**src/rtl/core/slcd_pkg.sv**
```systemverilog
// Shared types, constants and the glyph table of the segment display store controller.
package slcd_pkg;

   localparam int STORE_ENTRIES = 16;
   localparam int IDX_W         = $clog2(STORE_ENTRIES);
   localparam int QUEUE_DEPTH   = 2;
   localparam int QPTR_W        = $clog2(QUEUE_DEPTH);
   localparam int QCNT_W        = $clog2(QUEUE_DEPTH + 1);

   // Command codes.
   localparam logic [2:0] OP_PUT   = 3'd0;
   localparam logic [2:0] OP_BATT  = 3'd1;
   localparam logic [2:0] OP_MARK  = 3'd2;
   localparam logic [2:0] OP_POINT = 3'd3;
   localparam logic [2:0] OP_CLEAR = 3'd4;

   // Section codes.
   localparam logic [1:0] SEC_RIGHT = 2'd0;
   localparam logic [1:0] SEC_MID   = 2'd1;
   localparam logic [1:0] SEC_LEFT  = 2'd2;
   localparam logic [1:0] SEC_NONE  = 2'd3;

   // Section geometry: digit slots count down from the base entry.
   localparam logic [2:0] RIGHT_DIGITS = 3'd6;
   localparam logic [2:0] SIDE_DIGITS  = 3'd5;
   localparam logic [IDX_W-1:0] RIGHT_BASE = 4'd5;
   localparam logic [IDX_W-1:0] MID_BASE   = 4'd10;
   localparam logic [IDX_W-1:0] LEFT_BASE  = 4'd15;

   // Decimal point groups start at these entries and span three bytes.
   localparam logic [IDX_W-1:0] RIGHT_POINT_BASE = 4'd0;
   localparam logic [IDX_W-1:0] MID_POINT_BASE   = 4'd6;
   localparam logic [IDX_W-1:0] LEFT_POINT_BASE  = 4'd11;

   localparam logic [IDX_W-1:0] BATT_BASE     = 4'd3;
   localparam logic [IDX_W-1:0] MARK_MID_BASE = 4'd9;
   localparam logic [IDX_W-1:0] MARK_LEFT_BASE = 4'd14;

   // One classified command as the back end applies it.
   typedef struct packed {
      logic                     clear_all;
      logic                     seg_we;
      logic [IDX_W-1:0]         seg_idx;
      logic [6:0]               seg_code;
      logic [STORE_ENTRIES-1:0] dp_clr;
      logic [STORE_ENTRIES-1:0] dp_set;
      logic                     refresh;
   } cmd_type;

   function automatic logic [6:0] encode_glyph(input logic [7:0] c);
      logic [6:0] code;
      unique case (c)
         8'h2A: code = 7'h33;               // '*'
         8'h7C: code = 7'h05;               // '|'
         8'h2D: code = 7'h02;               // '-'
         8'h5F: code = 7'h08;               // '_'
         8'h30: code = 7'h7D;
         8'h31: code = 7'h60;
         8'h32: code = 7'h3E;
         8'h33: code = 7'h7A;
         8'h34: code = 7'h63;
         8'h35: code = 7'h5B;
         8'h36: code = 7'h5F;
         8'h37: code = 7'h70;
         8'h38: code = 7'h7F;
         8'h39: code = 7'h7B;
         8'h41, 8'h61: code = 7'h77;        // A
         8'h42, 8'h62: code = 7'h4F;        // B
         8'h63:        code = 7'h69;        // lower-case c
         8'h43:        code = 7'h1D;        // upper-case C
         8'h44, 8'h64: code = 7'h6E;
         8'h45, 8'h65: code = 7'h1F;
         8'h46, 8'h66: code = 7'h17;
         8'h47, 8'h67: code = 7'h5D;
         8'h48, 8'h68: code = 7'h67;
         8'h49, 8'h69: code = 7'h60;
         8'h4A, 8'h6A: code = 7'h68;
         8'h4C, 8'h6C: code = 7'h0D;
         8'h4D, 8'h6D: code = 7'h54;
         8'h4E, 8'h6E: code = 7'h46;
         8'h4F, 8'h6F: code = 7'h4E;
         8'h50, 8'h70: code = 7'h37;
         8'h51, 8'h71: code = 7'h73;
         8'h52, 8'h72: code = 7'h06;
         8'h53, 8'h73: code = 7'h5B;
         8'h54, 8'h74: code = 7'h0F;
         8'h55, 8'h75: code = 7'h6D;
         8'h59, 8'h79: code = 7'h6B;
         8'h5A, 8'h7A: code = 7'h3E;
         default:      code = 7'h00;
      endcase
      return code;
   endfunction

endpackage

```
**src/rtl/core/segment_lcd_buffer_controller.sv**
```systemverilog
// Segment display store controller: command front end, queue and refresh back end.
// A beat accepted into an idle block is held in the queue and then applied by the back end,
// which puts the sixteen store writes on the result ports, one write per cycle.
// A refreshing command waiting in the queue is applied on the edge that takes the last write
// of the refresh before it; a put without end mark or an ignored command starts no readout.
// Reset clears the store to zero, empties the two-entry queue and stops any refresh.
module segment_lcd_buffer_controller (
   input  logic       clock,
   input  logic       reset,
   input  logic       start,
   output logic       busy,
   input  logic [2:0] req_op,
   input  logic [1:0] req_section,
   input  logic [2:0] req_slot,
   input  logic [7:0] req_glyph,
   input  logic       req_text_end,
   input  logic [2:0] req_bars,
   input  logic       req_mark_group,
   input  logic       req_mark_up,
   input  logic       req_mark_down,
   input  logic [2:0] req_frac_digits,
   output logic       rsp_strobe,
   output logic [4:0] rsp_ram_address,
   output logic [7:0] rsp_ram_data,
   output logic       rsp_last_write
);
   import slcd_pkg::*;

   logic    push;
   logic    pop;
   logic    queue_empty;
   logic    queue_full;
   cmd_type push_cmd;
   cmd_type pop_cmd;

   slcd_front u_front (
      .start          (start),
      .queue_full     (queue_full),
      .req_op         (req_op),
      .req_section    (req_section),
      .req_slot       (req_slot),
      .req_glyph      (req_glyph),
      .req_text_end   (req_text_end),
      .req_bars       (req_bars),
      .req_mark_group (req_mark_group),
      .req_mark_up    (req_mark_up),
      .req_mark_down  (req_mark_down),
      .req_frac_digits(req_frac_digits),
      .busy           (busy),
      .push           (push),
      .push_cmd       (push_cmd)
   );

   slcd_queue u_queue (
      .clock   (clock),
      .reset   (reset),
      .push    (push),
      .push_cmd(push_cmd),
      .pop     (pop),
      .pop_cmd (pop_cmd),
      .empty   (queue_empty),
      .full    (queue_full)
   );

   slcd_back u_back (
      .clock          (clock),
      .reset          (reset),
      .queue_empty    (queue_empty),
      .cmd            (pop_cmd),
      .pop            (pop),
      .rsp_strobe     (rsp_strobe),
      .rsp_ram_address(rsp_ram_address),
      .rsp_ram_data   (rsp_ram_data),
      .rsp_last_write (rsp_last_write)
   );

endmodule

```
**src/rtl/core/slcd_front.sv**
```systemverilog
// Front end: takes command beats and turns them into store update commands.
module slcd_front (
   input  logic                 start,
   input  logic                 queue_full,
   input  logic [2:0]           req_op,
   input  logic [1:0]           req_section,
   input  logic [2:0]           req_slot,
   input  logic [7:0]           req_glyph,
   input  logic                 req_text_end,
   input  logic [2:0]           req_bars,
   input  logic                 req_mark_group,
   input  logic                 req_mark_up,
   input  logic                 req_mark_down,
   input  logic [2:0]           req_frac_digits,
   output logic                 busy,
   output logic                 push,
   output slcd_pkg::cmd_type    push_cmd
);
   import slcd_pkg::*;

   logic             keep;
   logic [IDX_W-1:0] point_base;
   logic [IDX_W-1:0] mark_base;
   logic [1:0]       point_k;

   assign busy = queue_full;

   always_comb begin
      keep       = 1'b0;
      push_cmd   = '0;
      point_base = RIGHT_POINT_BASE;
      mark_base  = req_mark_group ? MARK_LEFT_BASE : MARK_MID_BASE;
      point_k    = 2'd3 - req_frac_digits[1:0];
      unique case (req_op)
         OP_PUT: begin
            push_cmd.seg_we   = 1'b1;
            push_cmd.seg_code = encode_glyph(req_glyph);
            push_cmd.refresh  = req_text_end;
            priority if (req_section == SEC_RIGHT) begin
               keep             = req_slot < RIGHT_DIGITS;
               push_cmd.seg_idx = RIGHT_BASE - {1'b0, req_slot};
            end else if (req_section == SEC_MID) begin
               keep             = req_slot < SIDE_DIGITS;
               push_cmd.seg_idx = MID_BASE - {1'b0, req_slot};
            end else if (req_section == SEC_LEFT) begin
               keep             = req_slot < SIDE_DIGITS;
               push_cmd.seg_idx = LEFT_BASE - {1'b0, req_slot};
            end else begin
               keep = 1'b0;
            end
         end
         OP_BATT: begin
            keep             = 1'b1;
            push_cmd.refresh = 1'b1;
            push_cmd.dp_clr  = STORE_ENTRIES'(7) << BATT_BASE;
            unique case (req_bars)
               3'd1:    push_cmd.dp_set = STORE_ENTRIES'(1) << BATT_BASE;
               3'd2:    push_cmd.dp_set = STORE_ENTRIES'(3) << BATT_BASE;
               3'd3:    push_cmd.dp_set = STORE_ENTRIES'(7) << BATT_BASE;
               default: push_cmd.dp_set = '0;
            endcase
         end
         OP_MARK: begin
            keep             = 1'b1;
            push_cmd.refresh = 1'b1;
            push_cmd.dp_clr  = STORE_ENTRIES'(3) << mark_base;
            push_cmd.dp_set  = STORE_ENTRIES'({req_mark_down, req_mark_up}) << mark_base;
         end
         OP_POINT: begin
            keep             = req_section != SEC_NONE;
            push_cmd.refresh = 1'b1;
            unique case (req_section)
               SEC_MID:  point_base = MID_POINT_BASE;
               SEC_LEFT: point_base = LEFT_POINT_BASE;
               default:  point_base = RIGHT_POINT_BASE;
            endcase
            push_cmd.dp_clr = STORE_ENTRIES'(7) << point_base;
            // A point is lit only for one to three fraction digits.
            if (!req_frac_digits[2] && req_frac_digits[1:0] != 2'd0) begin
               push_cmd.dp_set = STORE_ENTRIES'(1) << (point_base + {2'b00, point_k});
            end
         end
         OP_CLEAR: begin
            keep               = 1'b1;
            push_cmd.clear_all = 1'b1;
            push_cmd.refresh   = 1'b1;
         end
         default: keep = 1'b0;
      endcase
   end

   assign push = start && !queue_full && keep;

endmodule

```
**src/rtl/core/slcd_queue.sv**
```systemverilog
// Two-entry command queue between the front end and the back end.
module slcd_queue (
   input  logic              clock,
   input  logic              reset,
   input  logic              push,
   input  slcd_pkg::cmd_type push_cmd,
   input  logic              pop,
   output slcd_pkg::cmd_type pop_cmd,
   output logic              empty,
   output logic              full
);
   import slcd_pkg::*;

   cmd_type           slot_ff [QUEUE_DEPTH];
   logic [QPTR_W-1:0] wr_ptr_ff, wr_ptr_in;
   logic [QPTR_W-1:0] rd_ptr_ff, rd_ptr_in;
   logic [QCNT_W-1:0] count_ff, count_in;

   assign empty   = count_ff == QCNT_W'(0);
   assign full    = count_ff == QCNT_W'(QUEUE_DEPTH);
   assign pop_cmd = slot_ff[rd_ptr_ff];

   always_comb begin
      wr_ptr_in = push ? wr_ptr_ff + QPTR_W'(1) : wr_ptr_ff;
      rd_ptr_in = pop ? rd_ptr_ff + QPTR_W'(1) : rd_ptr_ff;
      count_in  = count_ff + QCNT_W'(push) - QCNT_W'(pop);
   end

   always_ff @(posedge clock) begin
      if (reset) begin
         wr_ptr_ff <= '0;
         rd_ptr_ff <= '0;
         count_ff  <= '0;
      end else begin
         wr_ptr_ff <= wr_ptr_in;
         rd_ptr_ff <= rd_ptr_in;
         count_ff  <= count_in;
      end
   end

   always_ff @(posedge clock) begin
      if (push) begin
         slot_ff[wr_ptr_ff] <= push_cmd;
      end
   end

`ifndef SYNTH
   a_no_overflow: assert property (@(posedge clock) disable iff (reset)
      push |-> !full)
      else $error("command pushed into a full queue");
   a_no_underflow: assert property (@(posedge clock) disable iff (reset)
      pop |-> !empty)
      else $error("command popped from an empty queue");
   a_count_step: assert property (@(posedge clock) disable iff (reset)
      (push && !pop) |=> count_ff == $past(count_ff) + QCNT_W'(1))
      else $error("queue count did not follow a lone push");
`endif

endmodule

```
**src/rtl/core/slcd_back.sv**
```systemverilog
// Back end: holds the display store, applies commands and streams the refresh writes.
module slcd_back (
   input  logic              clock,
   input  logic              reset,
   input  logic              queue_empty,
   input  slcd_pkg::cmd_type cmd,
   output logic              pop,
   output logic              rsp_strobe,
   output logic [4:0]        rsp_ram_address,
   output logic [7:0]        rsp_ram_data,
   output logic              rsp_last_write
);
   import slcd_pkg::*;

   logic [7:0]       store_ff [STORE_ENTRIES];
   logic [7:0]       store_in [STORE_ENTRIES];
   logic             stream_ff, stream_in;
   logic [IDX_W-1:0] cnt_ff, cnt_in;
   logic             last_beat;

   assign last_beat = stream_ff && cnt_ff == IDX_W'(STORE_ENTRIES - 1);
   // The next command may be applied on the edge that takes the last beat.
   assign pop       = !queue_empty && (!stream_ff || last_beat);

   always_comb begin
      for (int i = 0; i < STORE_ENTRIES; i++) begin
         store_in[i] = store_ff[i];
         if (pop) begin
            if (cmd.clear_all) begin
               store_in[i] = 8'h00;
            end else begin
               if (cmd.seg_we && cmd.seg_idx == IDX_W'(i)) begin
                  store_in[i][6:0] = cmd.seg_code;
               end
               store_in[i][7] = (store_ff[i][7] && !cmd.dp_clr[i]) || cmd.dp_set[i];
            end
         end
      end
   end

   always_comb begin
      stream_in = stream_ff;
      cnt_in    = cnt_ff;
      if (stream_ff) begin
         cnt_in = cnt_ff + IDX_W'(1);
      end
      if (last_beat) begin
         stream_in = 1'b0;
      end
      if (pop && cmd.refresh) begin
         stream_in = 1'b1;
         cnt_in    = '0;
      end
   end

   always_ff @(posedge clock) begin
      if (reset) begin
         stream_ff <= 1'b0;
         cnt_ff    <= '0;
         for (int i = 0; i < STORE_ENTRIES; i++) begin
            store_ff[i] <= 8'h00;
         end
      end else begin
         stream_ff <= stream_in;
         cnt_ff    <= cnt_in;
         for (int i = 0; i < STORE_ENTRIES; i++) begin
            store_ff[i] <= store_in[i];
         end
      end
   end

   assign rsp_strobe      = stream_ff;
   assign rsp_ram_address = {cnt_ff, 1'b0};
   assign rsp_ram_data    = store_ff[cnt_ff];
   assign rsp_last_write  = last_beat;

`ifndef SYNTH
   a_last_has_strobe: assert property (@(posedge clock) disable iff (reset)
      rsp_last_write |-> rsp_strobe)
      else $error("last write flagged without a beat");
   a_stream_runs_on: assert property (@(posedge clock) disable iff (reset)
      (rsp_strobe && !rsp_last_write) |=> rsp_strobe && cnt_ff == $past(cnt_ff) + IDX_W'(1))
      else $error("refresh stream broke off early");
   a_store_steady: assert property (@(posedge clock) disable iff (reset)
      (rsp_strobe && !rsp_last_write) |=> $stable(store_ff[0]) && $stable(store_ff[15]))
      else $error("store changed in the middle of a refresh");
`endif

endmodule
```
**config.mk**
```make
export PLATFORM = sky130hd
export DESIGN_NAME = segment_lcd_buffer_controller
export DESIGN_NICKNAME = d
export VERILOG_FILES = /design/src/rtl/core/slcd_pkg.sv /design/src/rtl/core/segment_lcd_buffer_controller.sv /design/src/rtl/core/slcd_front.sv /design/src/rtl/core/slcd_queue.sv /design/src/rtl/core/slcd_back.sv
export SDC_FILE = /design/constraint.sdc
export NUM_CORES = 1
export LEC_CHECK = 0
export ABC_AREA = 1
export BUFFER_PORTS_ARGS = -buffer_cell sky130_fd_sc_hd__buf_2
export CORE_ASPECT_RATIO = 1.75
export CORE_MARGIN = 4
export CORE_UTILIZATION = 55
export CTS_BUF_LIST = sky130_fd_sc_hd__clkbuf_4 sky130_fd_sc_hd__clkbuf_8
export DETAILED_ROUTE_END_ITERATION = 8
export PLACE_DENSITY_LB_ADDON = 0.12
export SLEW_MARGIN = 20
export SYNTH_ARGS = -nofsm -noshare
export SYNTH_HDL_FRONTEND = slang
export SYNTH_SLANG_ARGS = --single-unit
```
**constraint.sdc**
```tcl
create_clock -name clock -period 3.73 [get_ports clock]
set_input_delay 0.373 -clock clock [delete_from_list [all_inputs] [get_ports clock]]
set_output_delay 0.373 -clock clock [all_outputs]
set_load 0.01 [all_outputs]
```
After elaboration in Yosys (flattened, before gate mapping):

Memory sizes are Yosys's and may differ from the RTL's. A register that Yosys moved wholly into a read port is not among the register bits.
Index checks and enable logic that the tools add are counted.

* flip-flop bits (word level): 9
* RAM bits: 220
* ROM bits: 896
* memories: 3

* add/sub/neg operators: 10
* $lt $le $gt $ge: 2
* equality and inequality tests: 27
* shift-type cells: 4
* multiplexer cells: 92
* bitwise operators: 16
* reductions and logical operators: 84

Memory list
* (name not given): words 128, bits a word 7, read ports 1, clocked after Yosys merged registers in 0, write ports 0, RTL line slcd_pkg.sv:52 `unique case (c)`
* u_back.store_ff: words 16, bits a word 8, read ports 17, clocked after Yosys merged registers in 1, write ports 16, RTL line slcd_back.sv:15 `logic [7:0] store_ff [STORE_ENTRIES];`
* u_queue.slot_ff: words 2, bits a word 46, read ports 1, clocked after Yosys merged registers in 1, write ports 1, RTL line slcd_queue.sv:14 `cmd_type slot_ff [QUEUE_DEPTH];`

Operators by type and width (count)
* 2-to-1 mux 8 bit: 48
* 2-to-1 mux 7 bit: 17
* case mux 32 bit (3 select lines): 1
* logical AND 1 bit: 38
* == test 4 bit (second input constant): 9
* 2-to-1 mux 4 bit: 6
* zero test 1 bit: 20
* case mux 6 bit (3 select lines): 1
* logical OR 1 bit: 17
* == test 4 x 3 -> 1 bit (second input constant): 4
* 2-to-1 mux 16 bit: 1
* bitwise OR 1 bit: 16
* left shift 1 x 4 -> 16 bit (first input constant): 1
* left shift 2 x 4 -> 16 bit: 1
* left shift 2 x 4 -> 16 bit (first input constant): 1
* left shift 3 x 4 -> 16 bit (first input constant): 1
* 2-to-1 mux 1 bit: 13
* == test 3 x 2 -> 1 bit (second input constant): 4
* 2-to-1 mux 12 bit: 1
* == test 4 x 2 -> 1 bit (second input constant): 2
* case mux 4 bit (2 select lines): 1
* subtractor 4 x 3 -> 4 bit (first input constant): 2
* == test 3 x 1 -> 1 bit (second input constant): 2
* < comparator 3 bit (second input constant): 2
* 22 further kinds: 26

Depth between registers and ports, before layout:

* depth in word-level cells: 8
* mapped depth: 15
* mapped depth without buffers: 15

Hierarchy:

A second synthesis with hierarchy kept.

* cells, all modules: 1664
* area total of the unflattened synthesis: 12667.1 um^2

Modules (own cells, without submodules)
* slcd_back: instances 1, cells an instance 1196, area an instance 7362.1 um^2, seq. area each 2742.6 um^2
* slcd_queue: instances 1, cells an instance 174, area an instance 3746.1 um^2, seq. area each 2862.7 um^2
* slcd_front: instances 1, cells an instance 294, area an instance 1559.0 um^2, seq. area each 0.0 um^2

Least setup slack after synthesis:

OpenSTA, ideal clock, no wires.

* path type: input-to-reg
* from: input req_section[0]
* to: memory u_queue.slot_ff[0][0] (netlist name) (enable)
* arrival: 2.941 ns
* setup slack: 0.354 ns
* stages on the path: 9
* path buffers: 0
* cells stage by stage: inv_1 > ha_1 > inv_1 > or2_2 > nand2_1 > nand2_1 > nand2_1 > nand2_1 > nor2_1

* word-level cells in the longest chain between the ends: 8
* elaborated cells between the ends (all ways): 11
* classes of those cells: eq/ne (3); mux (6); reduce/logical (2)

Ends and longest elaborated chain
* start, declared: RTL line segment_lcd_buffer_controller.sv:13 `input logic [1:0] req_section,`
* == test 2 bit: RTL line slcd_front.sv:45 `end else if (req_section == SEC_LEFT) begin`
* 2-to-1 mux 1 bit: RTL line slcd_front.sv:45
* 2-to-1 mux 1 bit: RTL line slcd_front.sv:42 `end else if (req_section == SEC_MID) begin`
* 2-to-1 mux 1 bit: RTL line slcd_front.sv:39 `priority if (req_section == SEC_RIGHT) begin`
* case mux 1 bit (3 select lines) *: RTL line slcd_front.sv:34 `unique case (req_op)`
* logical AND 1 bit *: RTL line slcd_front.sv:92 `assign push = start && !queue_full && keep;`
* 2-to-1 mux 1 bit *: RTL line slcd_queue.sv:42 `if (push) begin`
* 2-to-1 mux 1 bit (implied by the code) *: RTL line slcd_queue.sv:43 `slot_ff[wr_ptr_ff] <= push_cmd;`
* end, declared: RTL line slcd_queue.sv:14

Every way passes the cells marked *; elsewhere a longest branch is shown, timed or not.

==> run summary <==
The initial cell density of the core came out at a little under three fifths. The placer congestion estimate came out at ~0.9. The TritonCTS clock tree is built. The per-cell routed wire length came out at 15.0 microns. The worst slack at placement is about 1100 ps. Setup repair after global routing left no endpoint under its margin. The netlist area before placement came out at approximately 0.012 sq mm. The most used flip-flop cell after synthesis is dfxtp_1.

The capture endpoint of the worst hold path is u_queue.slot_ff[1][6]$_DFFE_PP_. The maximum resistive drop on vdd came out at ~320 uV. The relative slew slack came out at a little under two fifths. CTS placed an instance of clkbuf_8 at the clock tree root. The data arrival at the endpoint of the critical path came out at ~2400 ps. The final cell utilization of the core came out at 60.9%.

The number of failing setup endpoints in the final timing report came out at 0. Entering global routing, the biggest net connects 104 pins. The die outline width came out at roughly 120 microns. The total negative setup slack is 0 ps. Each instance of the synthesized netlist takes up on average roughly 7.3 sq um. The clock slew at the register clock pins of the worst setup and hold paths came out at about 70 ps. The number of search-and-repair iterations in the first detailed-routing pass is 5.

The power per cell area is around 720 mW/mm^2. The type of element launching the critical path is a flop. The share of synthesized registers carrying an async set or reset is 0%. The clock sink count came out at 220.

45 I/O pins were placed. dfxtp_1 takes more of the synthesized area than any other cell. The total grt overflow is 0.

Once detail routing completed, the nets flagged for antenna violations numbered 0. The worst setup path is of the reg2out kind. The number of antenna violations at the first check in global routing is 0. The total clock buffers created by CTS came out at 34. The clock latency of the later-clocked register in the worst-skew pair is a little over 500 ps. The number of synthesized flops with an enable pin is slightly below 80.

The yosys synthesis warning count is 0. For this block, the initial DRC count from the detailed router was 800. The area inside the core boundary is between 0.02 and 0.025 sq mm.

The highest achievable clock rate is 362 MHz. The count of cells resized by post-cts repair is 0. Using the TritonRoute via totals, the vias-per-cell ratio works out to 5.46. Summing all flip-flop and latch instances after layout gives ~0.0052 sq mm. In this run the critical register-to-register path is launched from u_back.cnt_ff[1]$_SDFFE_PP0P_. The post-synthesis instance total is 1,572. The net count after synthesis came out at about 1,600.

The synthesized design contains 220 register bits. Post-CTS timing repair inserted 0 buffers for setup. The worst hold path begins at req_bars[0]. The max-slew violation count came out at 0. The number of buffer cells added on primary ports is 43. The vias after detailed routing is 10,039. The maximum clock skew at final layout came out at 22.1 ps. After synthesis, the netlist uses 38 different library cells. The number of global-route vias before repair came out at between 9,000 and 10,000. From bottom edge to top edge, the die measures 200 microns. The area used by multi-input combinational logic is between 0.005 and 0.006 sq mm. The post-detailed-route DRC marker count is 0. The depth of the worst hold-timing path came out at 3. The number of cells traversed by the worst register-to-register path came out at 12. Summed over all layers, the routed wires come to approximately 28,000 microns. Compared with the post-synthesis result, the final layout area differs by 8.01%.

The final layout contains about 1,600 nets. The number of filler instances in the final layout came out at just under 2,000. The worst-case register-to-register setup slack is 1170 ps. The max-cap violation count is 0. The share of cells above drive strength 1 is approximately a tenth. The buffer levels on the longest clock path is 3. The global-route usage over all layers came out at between 20% and 30%.

The post-route cell area is between 0.01 and 0.015 sq mm. The first global-routing pass estimated about 46,000 microns of wire. The number of failing hold endpoints at the final stage is 0. The worst setup slack after layout is ~970 ps. The worst setup path is captured at an output pin. The cell area after placement came out at ~0.012 sq mm. The reported leakage power is just over 5 nW. The data required time at the worst endpoint is between 3000 and 4000 ps. By area the synthesized netlist is led by dfxtp_1, edfxtp_1, nand2_1. Summing the sequential cell areas from Yosys gives between 40% and 50% of the chip area. The total power of the final layout came out at between 9 and 10 mW. The post-DP HPWL came out at 18,700 microns. The highest fanout seen on the critical path came out at 33.

The tightest min-delay check is of the in2reg type. The worst flop-to-flop path endpoint is u_queue.count_ff[1]$_SDFF_PP0_. The run finished with clean final reports. The number of buffers added to fix hold violations after cts is 0. The shortest period the worst path allows came out at ~2800 ps.

The floorplan step defined a die boundary enclosing 0.0235 sq mm. The number of core rows is a little under 70. For the pin with the worst max-slew slack, the measured transition is 914 ps.

The area share of the largest cell type after synthesis came out at 24.6%. The clock tree synthesis step divided the H-tree into 2 levels. The final cycle utilization of the critical path came out at approximately three quarters.
[critical path, cell delays in order (launching register included)]
cell and delay [ps]:
dfxtp_2 810, buf_4 320, o211ai_1 130, nand3_1 150, nand3_1 190, nand2_1 120
buf_2 140
[sequential cells by signal, indices dropped and copies added (netlist names), named ones only]
name / cells
u_queue.slot_ff: 78
u_back.store_ff: 128
u_queue.wr_ptr_ff: 1
u_back.rsp_strobe: 1
u_queue.count_ff: 2
u_queue.rd_ptr_ff: 1
u_back.cnt_ff: 4
[metrics by stage]
stage / hold slack, ps / cells
floorplan: 426 / 1572
global placement: 434 / 1775
CTS: 215 / 1836
global route: 219 / 1836
finish: 237 / 1837
detailed placement: 452 / 1775
[worst max path at each step]
stage / startpoint / endpoint / slack [ps] / cells after the start
after floorplan: req_section[0] / u_queue.slot_ff[0][0]$_DFFE_PP_ / 350 / 9
after global placement: req_section[0] / u_queue.slot_ff[1][22]$_DFFE_PP_ / 1140 / 11
after detailed placement: req_section[0] / u_queue.slot_ff[1][5]$_DFFE_PP_ / 1080 / 11
after CTS: flop / rsp_ram_data[0] / 970 / 6
after global routing: flop / rsp_ram_data[1] / 800 / 7
final: flop / rsp_ram_data[6] / 970 / 6
[cells in the mapped netlist, types with 2 or more instances]
cell / count
clkbuf_1: 40
o22ai_1: 8
a31oi_1: 3
edfxtp_1: 78
o21ai_0: 77
nand2_2: 12
nand3_1: 196
o31ai_1: 5
nor2_2: 2
buf_2: 34
or2_2: 4
o211ai_1: 35
nand4_1: 3
nor3_1: 8
a21oi_1: 183
xor2_1: 4
buf_4: 7
nor2_1: 204
inv_1: 133
nand2_4: 3
o21ai_2: 10
dfxtp_1: 142
ha_1: 24
buf_6: 4
nand2_1: 317
inv_2: 4
buf_1: 21
[kinds of logic after synthesis]
| kind of cell | count (synthesis) | share of synthesized area, % |
|---|---|---|
| buffers and inverters | 243 | 8.76 |
| xor gates and xnor gates | 5 | 0.379 |
| muxes | 2 | 0.282 |
| other | 1 | 0.0325 |
| adders and majority gates | 25 | 2.77 |
| DFF | 220 | 44.9 |
| AOI/OAI and AO/OA | 324 | 15.4 |
| and+or+nand+nor | 752 | 27.4 |
[per-layer routing]
| metal | vias up | part of all wire, % | wire length [microns] | track usage, % |
|---|---|---|---|---|
| met2 | 220 | 52 | 14400 | 43.8 |
| met4 | 0 | 3.5 | 977 | 9.65 |
| li1 | 5195 | - | - | - |
| met3 | 67 | 3.3 | 922 | 2.27 |
| met5 | - | 0 | 0 | 0 |
| met1 | 4557 | 41 | 11300 | 27.1 |
[final cells by class]
cell class	instances	share of cell area, %
multi-input cells	1109	43.0
repair buffers	61	3.21
well taps	248	2.49
flip-flops and latches	220	41.6
clock buffers	46	4.73
clock inverters	15	0.803
inverters	137	4.17
diodes	1	0.0201
[power by group]
group          total [mW]  switching [mW]  internal, mW
Clock                2.04           0.936          1.10
Sequential           3.44           0.363          3.08
Combinational        3.52            2.37          1.15
Total                9.00            3.67          5.34
[cells in the final DEF (no fill, tap or decap), drive strengths merged, types with 2 or more instances in the layout]
master    n
nand3   197
dfxtp   142
buf      61
mux2i     2
o211ai   35
o21ai    87
a31oi     3
inv     137
or2       4
o31ai     5
xor2      4
clkbuf   46
ha       24
clkinv   13
nor3      8
nand4     3
a21oi   183
edfxtp   78
o22ai     8
nand2   332
nor2    206
Power figures use the tool's default switching activity.
